--- config.mk ---
export PLATFORM = sky130hd
export DESIGN_NAME = pair_keyed_accumulate_table_top
export DESIGN_NICKNAME = d
export VERILOG_FILES = /design/src/pkat_pkg.sv /design/src/pkat_ram.sv /design/src/pair_keyed_accumulate_table_top.sv
export SDC_FILE = /design/constraint.sdc
export NUM_CORES = 2
export LEC_CHECK = 0
export ABC_AREA = 1
export BUFFER_PORTS_ARGS = -buffer_cell sky130_fd_sc_hd__buf_4
export CAP_MARGIN = 0
export CORE_UTILIZATION = 51
export CTS_BUF_LIST = sky130_fd_sc_hd__clkbuf_8
export DETAILED_ROUTE_END_ITERATION = 7
export HOLD_SLACK_MARGIN = 0.15
export PLACE_DENSITY = 0.64
export SLEW_MARGIN = 15
export SYNTH_ARGS = -nofsm -noshare
export SYNTH_HDL_FRONTEND = slang
export SYNTH_SLANG_ARGS = --single-unit
--- constraint.sdc ---
create_clock -name clk -period 10.3 [get_ports clk]
set_input_delay 0.515 -clock clk [delete_from_list [all_inputs] [get_ports clk]]
set_output_delay 0.515 -clock clk [all_outputs]
set_load 0.02 [all_outputs]
--- src/pkat_pkg.sv ---
// ----------------------------------------------------------------------------
// pkat_pkg
// Shared types and constants of the pair-keyed accumulate table.
// ----------------------------------------------------------------------------
package pkat_pkg;

  localparam int ID_W            = 8;   // width of the id ports
  localparam int AMOUNT_W        = 16;
  localparam int VALUE_W         = 22;
  localparam int DEF_TABLE_DEPTH = 64;
  localparam int DEF_ID_BITS     = 8;

  localparam logic [AMOUNT_W-1:0] AMOUNT_MAX = {AMOUNT_W{1'b1}};
  localparam logic [VALUE_W-1:0]  VALUE_MAX  = {VALUE_W{1'b1}};

  typedef enum logic [2:0] {
    FUNC_CLEAR    = 3'd0,
    FUNC_ADD      = 3'd1,
    FUNC_LOOKUP   = 3'd2,
    FUNC_LIST_SRC = 3'd3,
    FUNC_LIST_DST = 3'd4,
    FUNC_SUM_SRC  = 3'd5,
    FUNC_SUM_DST  = 3'd6,
    FUNC_NOP      = 3'd7
  } func_t;

  typedef enum logic [1:0] {
    ST_OK   = 2'd0,
    ST_MISS = 2'd1,
    ST_FULL = 2'd2
  } status_t;

  typedef enum logic [1:0] {
    S_IDLE,
    S_SCAN,
    S_FINISH
  } state_t;

endpackage

--- src/pkat_ram.sv ---
// ----------------------------------------------------------------------------
// pkat_ram
// Generic single-write, single-read RAM with a registered read port.
// ----------------------------------------------------------------------------
module pkat_ram #(
  parameter int WIDTH = 32,
  parameter int DEPTH = 64
) (
  input  logic                     clk,
  input  logic                     we,
  input  logic [$clog2(DEPTH)-1:0] waddr,
  input  logic [WIDTH-1:0]         wdata,
  input  logic [$clog2(DEPTH)-1:0] raddr,
  output logic [WIDTH-1:0]         rdata
);

  logic [WIDTH-1:0] mem [DEPTH];

  always_ff @(posedge clk) begin
    if (we) begin
      mem[waddr] <= wdata;
    end
    rdata <= mem[raddr];
  end

endmodule

--- src/pair_keyed_accumulate_table_top.sv ---
// ----------------------------------------------------------------------------
// pair_keyed_accumulate_table_top
// Table of (source, destination) keyed amounts with add, lookup, list and sum.
// ----------------------------------------------------------------------------
// One operation runs at a time. An operation that scans accepts the word,
// reads the stored entries one after another through the single read port of
// the entry RAM, and then hands over the final result; add and lookup stop at
// the first matching entry, and clear and an operation on an empty table skip
// the scan. A list stalls its scan while the downstream side holds off a
// result. The final result sits in an output register, so the next word is
// accepted while it waits. Entries are kept in append order; no clearing pass
// is needed after reset.
module pair_keyed_accumulate_table_top
  import pkat_pkg::*;
#(
  parameter int TABLE_DEPTH = DEF_TABLE_DEPTH,
  parameter int ID_BITS     = DEF_ID_BITS
) (
  input  logic                clk,
  input  logic                rst,
  input  logic                in_valid,
  output logic                in_ready,
  input  logic [2:0]          func,
  input  logic [ID_W-1:0]     src_region,
  input  logic [ID_W-1:0]     dst_region,
  input  logic [AMOUNT_W-1:0] amount,
  output logic                out_valid,
  input  logic                out_ready,
  output logic [ID_W-1:0]     out_src,
  output logic [ID_W-1:0]     out_dst,
  output logic [VALUE_W-1:0]  value,
  output logic [1:0]          status,
  output logic                last
);

  localparam int IDX_W   = $clog2(TABLE_DEPTH);
  localparam int CNT_W   = $clog2(TABLE_DEPTH + 1);
  localparam int ENTRY_W = 2 * ID_BITS + AMOUNT_W;
  localparam logic [CNT_W-1:0] DEPTH_CNT = CNT_W'(TABLE_DEPTH);

  state_t               state, state_next;
  func_t                op;
  logic [ID_BITS-1:0]   q_src, q_dst;
  logic [AMOUNT_W-1:0]  q_amount;
  logic [CNT_W-1:0]     count, count_next;
  logic [IDX_W-1:0]     scan_idx, scan_idx_next;

  // Pending result: the one that goes out next.
  logic [ID_BITS-1:0]   res_src, res_src_next;
  logic [ID_BITS-1:0]   res_dst, res_dst_next;
  logic [VALUE_W-1:0]   res_value, res_value_next;
  status_t              res_status, res_status_next;
  logic                 res_hit, res_hit_next;

  logic                 out_load;
  logic [ID_BITS-1:0]   ld_src, ld_dst;
  logic [VALUE_W-1:0]   ld_value;
  status_t              ld_status;
  logic                 ld_last;

  logic                 accept, out_free;
  logic [ID_BITS-1:0]   in_src_key, in_dst_key;

  logic                 ram_we;
  logic [IDX_W-1:0]     ram_waddr, ram_raddr;
  logic [ENTRY_W-1:0]   ram_wdata, ram_rdata;
  logic [ID_BITS-1:0]   ent_src, ent_dst;
  logic [AMOUNT_W-1:0]  ent_amt;

  logic                 hit_src, hit_dst, hit_sel, at_end;
  logic [AMOUNT_W:0]    amt_sum;
  logic [AMOUNT_W-1:0]  amt_sat;
  logic [VALUE_W:0]     tot_sum;
  logic [VALUE_W-1:0]   tot_sat;

  pkat_ram #(
    .WIDTH (ENTRY_W),
    .DEPTH (TABLE_DEPTH)
  ) u_entries (
    .clk   (clk),
    .we    (ram_we),
    .waddr (ram_waddr),
    .wdata (ram_wdata),
    .raddr (ram_raddr),
    .rdata (ram_rdata)
  );

  assign accept     = in_valid && in_ready;
  assign in_ready   = (state == S_IDLE);
  assign out_free   = !out_valid || out_ready;
  assign in_src_key = ID_BITS'(src_region);
  assign in_dst_key = ID_BITS'(dst_region);

  assign {ent_src, ent_dst, ent_amt} = ram_rdata;
  assign hit_src = (ent_src == q_src);
  assign hit_dst = (ent_dst == q_dst);
  assign hit_sel = (op == FUNC_LIST_SRC || op == FUNC_SUM_SRC) ? hit_src : hit_dst;
  assign at_end  = (CNT_W'(scan_idx) == count - CNT_W'(1));

  assign amt_sum = {1'b0, ent_amt} + {1'b0, q_amount};
  assign amt_sat = amt_sum[AMOUNT_W] ? AMOUNT_MAX : amt_sum[AMOUNT_W-1:0];
  assign tot_sum = {1'b0, res_value} + (VALUE_W + 1)'(ent_amt);
  assign tot_sat = (tot_sum > {1'b0, VALUE_MAX}) ? VALUE_MAX : tot_sum[VALUE_W-1:0];

  always_ff @(posedge clk) begin
    if (rst) begin
      state     <= S_IDLE;
      count     <= '0;
      out_valid <= 1'b0;
    end else begin
      state <= state_next;
      count <= count_next;
      if (out_load) begin
        out_valid <= 1'b1;
      end else if (out_ready) begin
        out_valid <= 1'b0;
      end
    end
  end

  always_ff @(posedge clk) begin
    if (accept) begin
      op       <= func_t'(func);
      q_src    <= in_src_key;
      q_dst    <= in_dst_key;
      q_amount <= amount;
    end
    scan_idx   <= scan_idx_next;
    res_src    <= res_src_next;
    res_dst    <= res_dst_next;
    res_value  <= res_value_next;
    res_status <= res_status_next;
    res_hit    <= res_hit_next;
    if (out_load) begin
      out_src <= ID_W'(ld_src);
      out_dst <= ID_W'(ld_dst);
      value   <= ld_value;
      status  <= ld_status;
      last    <= ld_last;
    end
  end

  always_comb begin
    state_next      = state;
    count_next      = count;
    scan_idx_next   = scan_idx;
    res_src_next    = res_src;
    res_dst_next    = res_dst;
    res_value_next  = res_value;
    res_status_next = res_status;
    res_hit_next    = res_hit;
    ram_raddr       = scan_idx;
    ram_we          = 1'b0;
    ram_waddr       = scan_idx;
    ram_wdata       = {ent_src, ent_dst, amt_sat};
    out_load        = 1'b0;
    ld_src          = res_src;
    ld_dst          = res_dst;
    ld_value        = res_value;
    ld_status       = res_status;
    ld_last         = 1'b1;

    unique case (state)
      S_IDLE: begin
        ram_raddr = '0;
        if (accept) begin
          scan_idx_next   = '0;
          res_src_next    = in_src_key;
          res_dst_next    = in_dst_key;
          res_value_next  = '0;
          res_status_next = ST_OK;
          res_hit_next    = 1'b0;
          state_next      = (count == '0) ? S_FINISH : S_SCAN;
          unique case (func_t'(func))
            FUNC_CLEAR: begin
              count_next   = '0;
              res_src_next = '0;
              res_dst_next = '0;
              state_next   = S_FINISH;
            end
            FUNC_ADD: begin
            end
            FUNC_LOOKUP, FUNC_LIST_SRC, FUNC_LIST_DST: begin
              res_status_next = ST_MISS;
            end
            FUNC_SUM_SRC: begin
              res_dst_next = '0;
            end
            FUNC_SUM_DST: begin
              res_src_next = '0;
            end
            FUNC_NOP: begin
              state_next = S_IDLE;
            end
          endcase
        end
      end

      S_SCAN: begin
        logic stop;
        logic consume;
        stop    = 1'b0;
        consume = 1'b1;
        unique case (op)
          FUNC_ADD: begin
            if (hit_src && hit_dst) begin
              ram_we       = 1'b1;
              res_hit_next = 1'b1;
              stop         = 1'b1;
            end
          end
          FUNC_LOOKUP: begin
            if (hit_src && hit_dst) begin
              res_value_next  = VALUE_W'(ent_amt);
              res_status_next = ST_OK;
              stop            = 1'b1;
            end
          end
          FUNC_LIST_SRC, FUNC_LIST_DST: begin
            if (hit_sel) begin
              if (res_hit && !out_free) begin
                consume = 1'b0;
              end else begin
                // The previous match is known not to be the last one now.
                out_load        = res_hit;
                ld_last         = 1'b0;
                res_src_next    = ent_src;
                res_dst_next    = ent_dst;
                res_value_next  = VALUE_W'(ent_amt);
                res_status_next = ST_OK;
                res_hit_next    = 1'b1;
              end
            end
          end
          FUNC_SUM_SRC, FUNC_SUM_DST: begin
            if (hit_sel) begin
              res_value_next = tot_sat;
            end
          end
          FUNC_CLEAR, FUNC_NOP: begin
            stop = 1'b1;
          end
        endcase
        if (stop) begin
          state_next = S_FINISH;
        end else if (consume) begin
          if (at_end) begin
            state_next = S_FINISH;
          end else begin
            scan_idx_next = scan_idx + IDX_W'(1);
            ram_raddr     = scan_idx + IDX_W'(1);
          end
        end
      end

      S_FINISH: begin
        if (out_free) begin
          out_load   = 1'b1;
          state_next = S_IDLE;
          if (op == FUNC_ADD && !res_hit) begin
            if (count == DEPTH_CNT) begin
              ld_status = ST_FULL;
            end else begin
              ram_we     = 1'b1;
              ram_waddr  = count[IDX_W-1:0];
              ram_wdata  = {q_src, q_dst, q_amount};
              count_next = count + CNT_W'(1);
            end
          end
        end
      end

      default: begin
        state_next = S_IDLE;
      end
    endcase
  end

  // The table never holds more entries than it has rows.
  a_count_bound: assert property (@(posedge clk) disable iff (rst)
    count <= DEPTH_CNT)
    else $error("entry count beyond table depth");

  // The scan only visits written entries.
  a_scan_in_range: assert property (@(posedge clk) disable iff (rst)
    state == S_SCAN |-> CNT_W'(scan_idx) < count)
    else $error("scan index beyond entry count");

  // A dropped add is reported only when the table is really full.
  a_full_when_full: assert property (@(posedge clk) disable iff (rst)
    out_load && ld_status == ST_FULL |-> count == DEPTH_CNT)
    else $error("full status with free rows");

  // An unused function code leaves the block idle with no result.
  a_nop_idle: assert property (@(posedge clk) disable iff (rst)
    accept && func_t'(func) == FUNC_NOP |=> state == S_IDLE && !out_load)
    else $error("unused function code started work");

endmodule

After elaboration in Yosys (flattened, before gate mapping):

Memory sizes are Yosys's and may differ from the RTL's. A register that Yosys moved wholly into a read port is not among the register bits.
Cells that the tools add are included.

* register bits after elaboration: 133
* RAM bits: 2048
* memories: 1

* add/subtract/negate cells: 5
* $lt $le $gt $ge: 1
* eq/ne operators: 37
* muxes and demuxes: 89
* reduce and logical (&&, ||, !) cells: 31

Memories
* u_entries.mem: depth 64, width 32, read ports 1, clocked after memory_dff 1, wr ports 1, line pkat_ram.sv:17 `logic [WIDTH-1:0] mem [DEPTH];`

Operator list (number)
* $mux W22: 6
* $mux W32: 4
* $mux W8: 10
* $pmux W22 S3: 1
* $mux W6: 8
* $pmux W22 S2: 1
* $mux W7: 5
* $pmux W8 S2: 2
* $mux W2: 14
* $mux W1: 25
* $eq A3 B3 Y1 const B: 8
* $pmux W6 S2: 2
* $add A22 B16 Y23: 1
* $gt A23 B22 Y1 const B: 1
* $ne A3 B3 Y1 const B: 7
* $reduce_and A6 Y1: 3
* $add A16 B16 Y17: 1
* $eq A8 B8 Y1: 2
* $mux W16: 1
* $pmux W7 S2: 1
* $eq A3 B2 Y1 const B: 4
* $pmux W2 S2: 3
* $reduce_or A2 Y1: 6
* $ne A2 B2 Y1 const B: 5
* other kinds (27): 42

Logic depth before layout (Yosys ltp):

* word-level depth: 11
* mapped depth: 27
* mapped depth without buffers: 24

By module:

Synthesis repeated with hierarchy kept, for this count alone.

* cell total of the unflattened synthesis: 7757
* area, all modules: 90894.7 sq um

By module, submodules not included
* pkat_ram: instances 1, cells each 6785, area an instance 82785.6 sq um, sequential area each 62139.6 sq um
* pair_keyed_accumulate_table_top: instances 1, cells each 972, area an instance 8109.0 sq um, sequential area each 3863.7 sq um

Worst setup path before layout:

Ideal clock, no wire load.

* kind: register to register
* start point: register u_entries.rdata[0], read port of u_entries.mem
* end point: memory u_entries.mem[0][5] (data pin)
* library setup time: 0.549 ns
* arrival: 4.324 ns
* path slack: 5.427 ns
* stages on the path, launching flop included: 16
* buffers on the path: 1
* path through: dfxtp_1 > ha_1 > inv_1 > fa_1 > o21ai_1 > a21boi_0 > o21ai_0 > a21boi_0 > o21ai_0 > a21boi_0 > nor2_1 > nor2_1 > nor2_1 > nor3_2 > buf_4 > a21oi_1

* cells in the longest elaborated chain, start to end: 6

Ends and longest elaborated chain
* start, declared: line pkat_ram.sv:14 `output logic [WIDTH-1:0] rdata`
* $add A16 B16 Y17 (*): line pair_keyed_accumulate_table_top.sv:100 `assign amt_sum = {1'b0, ent_amt} + {1'b0, q_amount};`
* $mux W16 (*): line pair_keyed_accumulate_table_top.sv:101 `assign amt_sat = amt_sum[AMOUNT_W] ? AMOUNT_MAX : amt_sum[AMOUNT_W-1:0];`
* $mux W32: line pair_keyed_accumulate_table_top.sv:261 `if (count == DEPTH_CNT) begin`
* $mux W32: line pair_keyed_accumulate_table_top.sv:260 `if (op == FUNC_ADD && !res_hit) begin`
* $mux W32: line pair_keyed_accumulate_table_top.sv:257 `if (out_free) begin`
* $mux W32 (*): line pair_keyed_accumulate_table_top.sv:163 `unique case (state)`
* net ram_wdata[5]: line pair_keyed_accumulate_table_top.sv:66 `logic [ENTRY_W-1:0] ram_wdata, ram_rdata;`
* end, declared: line pkat_ram.sv:17

The timed path passes the listed nets; every way through them passes the cells marked *.

Worst setup path after layout:

* start point: register u_entries.rdata[24], read port of u_entries.mem
* end point: register u_entries.rdata[2], read port of u_entries.mem

* cells in the longest elaborated chain, start to end: 8

Ends and longest elaborated chain
* $eq A8 B8 Y1 (*): line pair_keyed_accumulate_table_top.sv:95 `assign hit_src = (ent_src == q_src);`
* $mux W1: line pair_keyed_accumulate_table_top.sv:97 `assign hit_sel = (op == FUNC_LIST_SRC || op == FUNC_SUM_SRC) ? hit_src : hit_dst;`
* $mux W1: line pair_keyed_accumulate_table_top.sv:220 `if (hit_sel) begin`
* $mux W1: line pair_keyed_accumulate_table_top.sv:204 `unique case (op)`
* $mux W1: line pair_keyed_accumulate_table_top.sv:163
* $mux W6
* $mux W6 (*)
* $pmux W6 S2 (*): line pair_keyed_accumulate_table_top.sv:163

Mark *: on every way between the ends. The rest lies on a longest branch, timed or not. The select of a mux whose other input is x is not followed.
A chain may end at the register's enable or synchronous reset.

==> impl_metrics.ini <==
[route]
route.final.wire_length_mm = 306.1
drt-wirelength-per-cell_um = 26.01
num_vias = 69145
ant_nets = 0
vias_per_cell = 5.876
drc = 0
drt_pre_antenna_iters = 6
detailedRoute.firstIterationViolations = 9082

[die]
core-area_um2 = 190600
dieArea_um2 = 194100
die_height_um = 440.6
initial_core_util = 0.5147
io_pins = 82
rows = 160
die_width_um = 440.6

[setup_path]
cp_max_fo = 202
crit_type = flop to flop
critical-path-max-stage-delay_ns = 0.93
crit_buf_inv = 2
rrSetupSlack_ns = 4.03
cpMostUsedCell = nand2_1
worst_path_dominant_cell_family = simple AND/OR/NAND/NOR gates
cp_slowest_cell = nand2_8
crit_chain = inv_1, nand2_1, nand2_1, nor2_1, nand2_1, nor2_1, nand2_1, nand2_2, nand3b_4, nand3_1, nand3_4, nand2_8, buf_12, nand2_1, nand2_1, nand2_1, nand3_1, nand3_1, nand3_1, nand3_1, nand2_1
cp_data_arrival_time_ns = 7.24
timing.critical_path.required_ns = 11.27
timing.critical_path.to_type = flop
start_kind = flop

[sta]
finalCriticalPeriod_ns = 6.267
fin_setup_tns_ns = 0
fin_crit_sh = 0.6084
final-setup-viol-count = 0
tightest_slew_ns = 1.530
grt_setup_unrepaired = no
slew_violations = 35
finClkSkew_ns = 0.08851
worst_hold_slack_ns = 0.2581
max_slew_margin = -0.01997
hold_viol = 0
achievable-frequency_mhz = 159.6

[synthesis]
synthesized_area_per_cell_um2 = 11.06
synthesis.area_um2 = 98090
synth_warnings = 0
async_flop_share = 0
seq_area_frac_synth = 0.6729
ys_ff_latch = 2212
synth.lib_cells_used.distinct = 44
synth_edf_count = 2170
mappedNetlistNets = 8948
synthCells = 8868
synth_flop_cell = edfxtp_1

[power]
power.switching_uw = 14520
p_comb_frac = 0.408
power.internal_uw = 19090
power_leakage_uw = 0.04203
fraction_of_power_spent_switching_nets = 0.4320
seq_power_share = 0.379
vdd_drop_max_mv = 0.3244
power_uw = 33610
clock_power_share = 0.214
power.density_nw_per_um2 = 308.5

[final_layout]
flow.area_growth_from_synthesis_pct = 11.06
nets_final = 9059
filler_cell_count = 15801
utilization = 0.5717
drive_gt1_frac = 0.08812

[clock_tree]
max-clock-path-buffers = 4
clock-root-buffer = clkbuf_8
tritoncts_buffers = 381
hold_buffers = 56
cts-htree-levels = 5
cts_tree = done
path_clk_slew_ns = 0.07
postCtsSetupBuffers = 0
clock_latency_ns = 1.08
clock-sinks = 2212
ctsResizeCount = 0

[status]
run_status = complete, but fails checks
violations = slew limit

[global_routing]
globalRouteTotalUtil = 0.3120
grt_antenna_before_repair = 20
gr-total-overflow = 0
vias_in_the_first_global_route = 65496
grt_max_degree = 206
grt_first_pass_wirelength_mm = 443.0

[place]
numPortBuffers = 81
gp_congestion = 0.9005
dp.final_hpwl_mm = 166.1

[min_path]
hp-class = input port to flop

[flow_run]
cap_viol_max_count = 0
[logic make-up after synthesis]
logic type | after synthesis | share of synthesized area
xor+xnor | 33 | 0.002946
simple gates | 4551 | 0.2328
compound gates | 173 | 0.009528
buf+inv | 1858 | 0.07653
fa+ha+maj | 41 | 0.005383
flops | 2212 | 0.6729
[stage by stage]
stage          instance area, um^2  setup WS, ns  std cells
2_1_floorplan                98090         5.427       8868
3_3_place_gp                101500         4.250      11042
3_5_place_dp                101700         4.259      11048
4_1_cts                     108900         4.264      11757
5_1_grt                     108900         3.803      11763
6_report                    108900         4.033      11768
[synth_stat cells (all sizes together), types with 5 or more instances]
cell / n / area, um^2
nand3: 2223 / 11130
edfxtp: 2170 / 65160
nand2: 1382 / 5197
inv: 1283 / 4816
nand3b: 765 / 5756
buf: 399 / 2031
clkbuf: 175 / 656.9
nor2: 155 / 601.8
o21ai: 78 / 390.4
a21oi: 70 / 350.3
dfxtp: 42 / 840.8
ha: 39 / 488.0
xnor2: 18 / 157.7
nor3: 15 / 80.08
xor2: 15 / 131.4
a21boi: 5 / 37.54
[worst register-to-register path: cells and delay by family, from the launching register on]
family / cells / cell delay (ns)
buffers and inverters: 2 / 1.04
flip-flops: 1 / 0.62
AND/OR/NAND/NOR: 19 / 4.54
[area by class of cell]
type | instances | area (um^2) | share of cell area
sequential | 2212 | 66000 | 0.6058
multi-input combinational | 4798 | 25520 | 0.2342
clock buffer | 396 | 5450 | 0.05003
inverter | 1284 | 4833 | 0.04436
tap | 2511 | 3142 | 0.02884
timing repair buffer | 302 | 2793 | 0.02563
clock inverter | 257 | 1189 | 0.01091
antenna | 8 | 20.02 | 0.0001838
[sequential cells by signal (all words and copies together), names as in the netlist, 16 cells and up]
| name | flops |
|---|---|
| u_entries.rdata | 32 |
| u_entries.mem | 2048 |
| ld_value | 22 |
| value | 22 |
| q_amount | 16 |
[worst paths after layout]
kind / from / endpoint / cells past startpoint
hold reg to reg: ld_src[7] / out_src[7] / 0
setup reg to reg: u_entries.rdata[24] / u_entries.rdata[2] / 21
setup / recovery: u_entries.rdata[24] / u_entries.rdata[2] / 21
hold / removal: dst_region[1] / q_dst[1] / 2
[placed cells by master (no fill, tap or decap), types with 60 or more instances in the layout]
master / n
clkbuf_8: 396
nor2_4: 68
o21ai_0: 60
nor2_1: 85
inv_1: 1406
nand3b_1: 764
nand2_1: 1377
clkinv_1: 77
nand3_1: 2222
buf_4: 217
edfxtp_1: 2170
[power groups by stage]
stage	sequential [uW]	combinational, uW	clock (uW)
after floorplan	12900	7520	0
after detailed placement	12900	13400	0
after CTS	12700	13400	7270
after global routing	12700	14500	7630
final	12700	13700	7180
after global placement	12900	13200	0
[layer usage]
layer  vias to the layer above  global-route usage  share of wire
li1                      30754                   -              -
met1                     33892              0.4348           0.40
met2                      3872              0.4705           0.45
met3                       615             0.05765           0.10
met4                        12              0.1564          0.049
met5                         -                   0        0.00023
(Power assumes the default switching activity.)
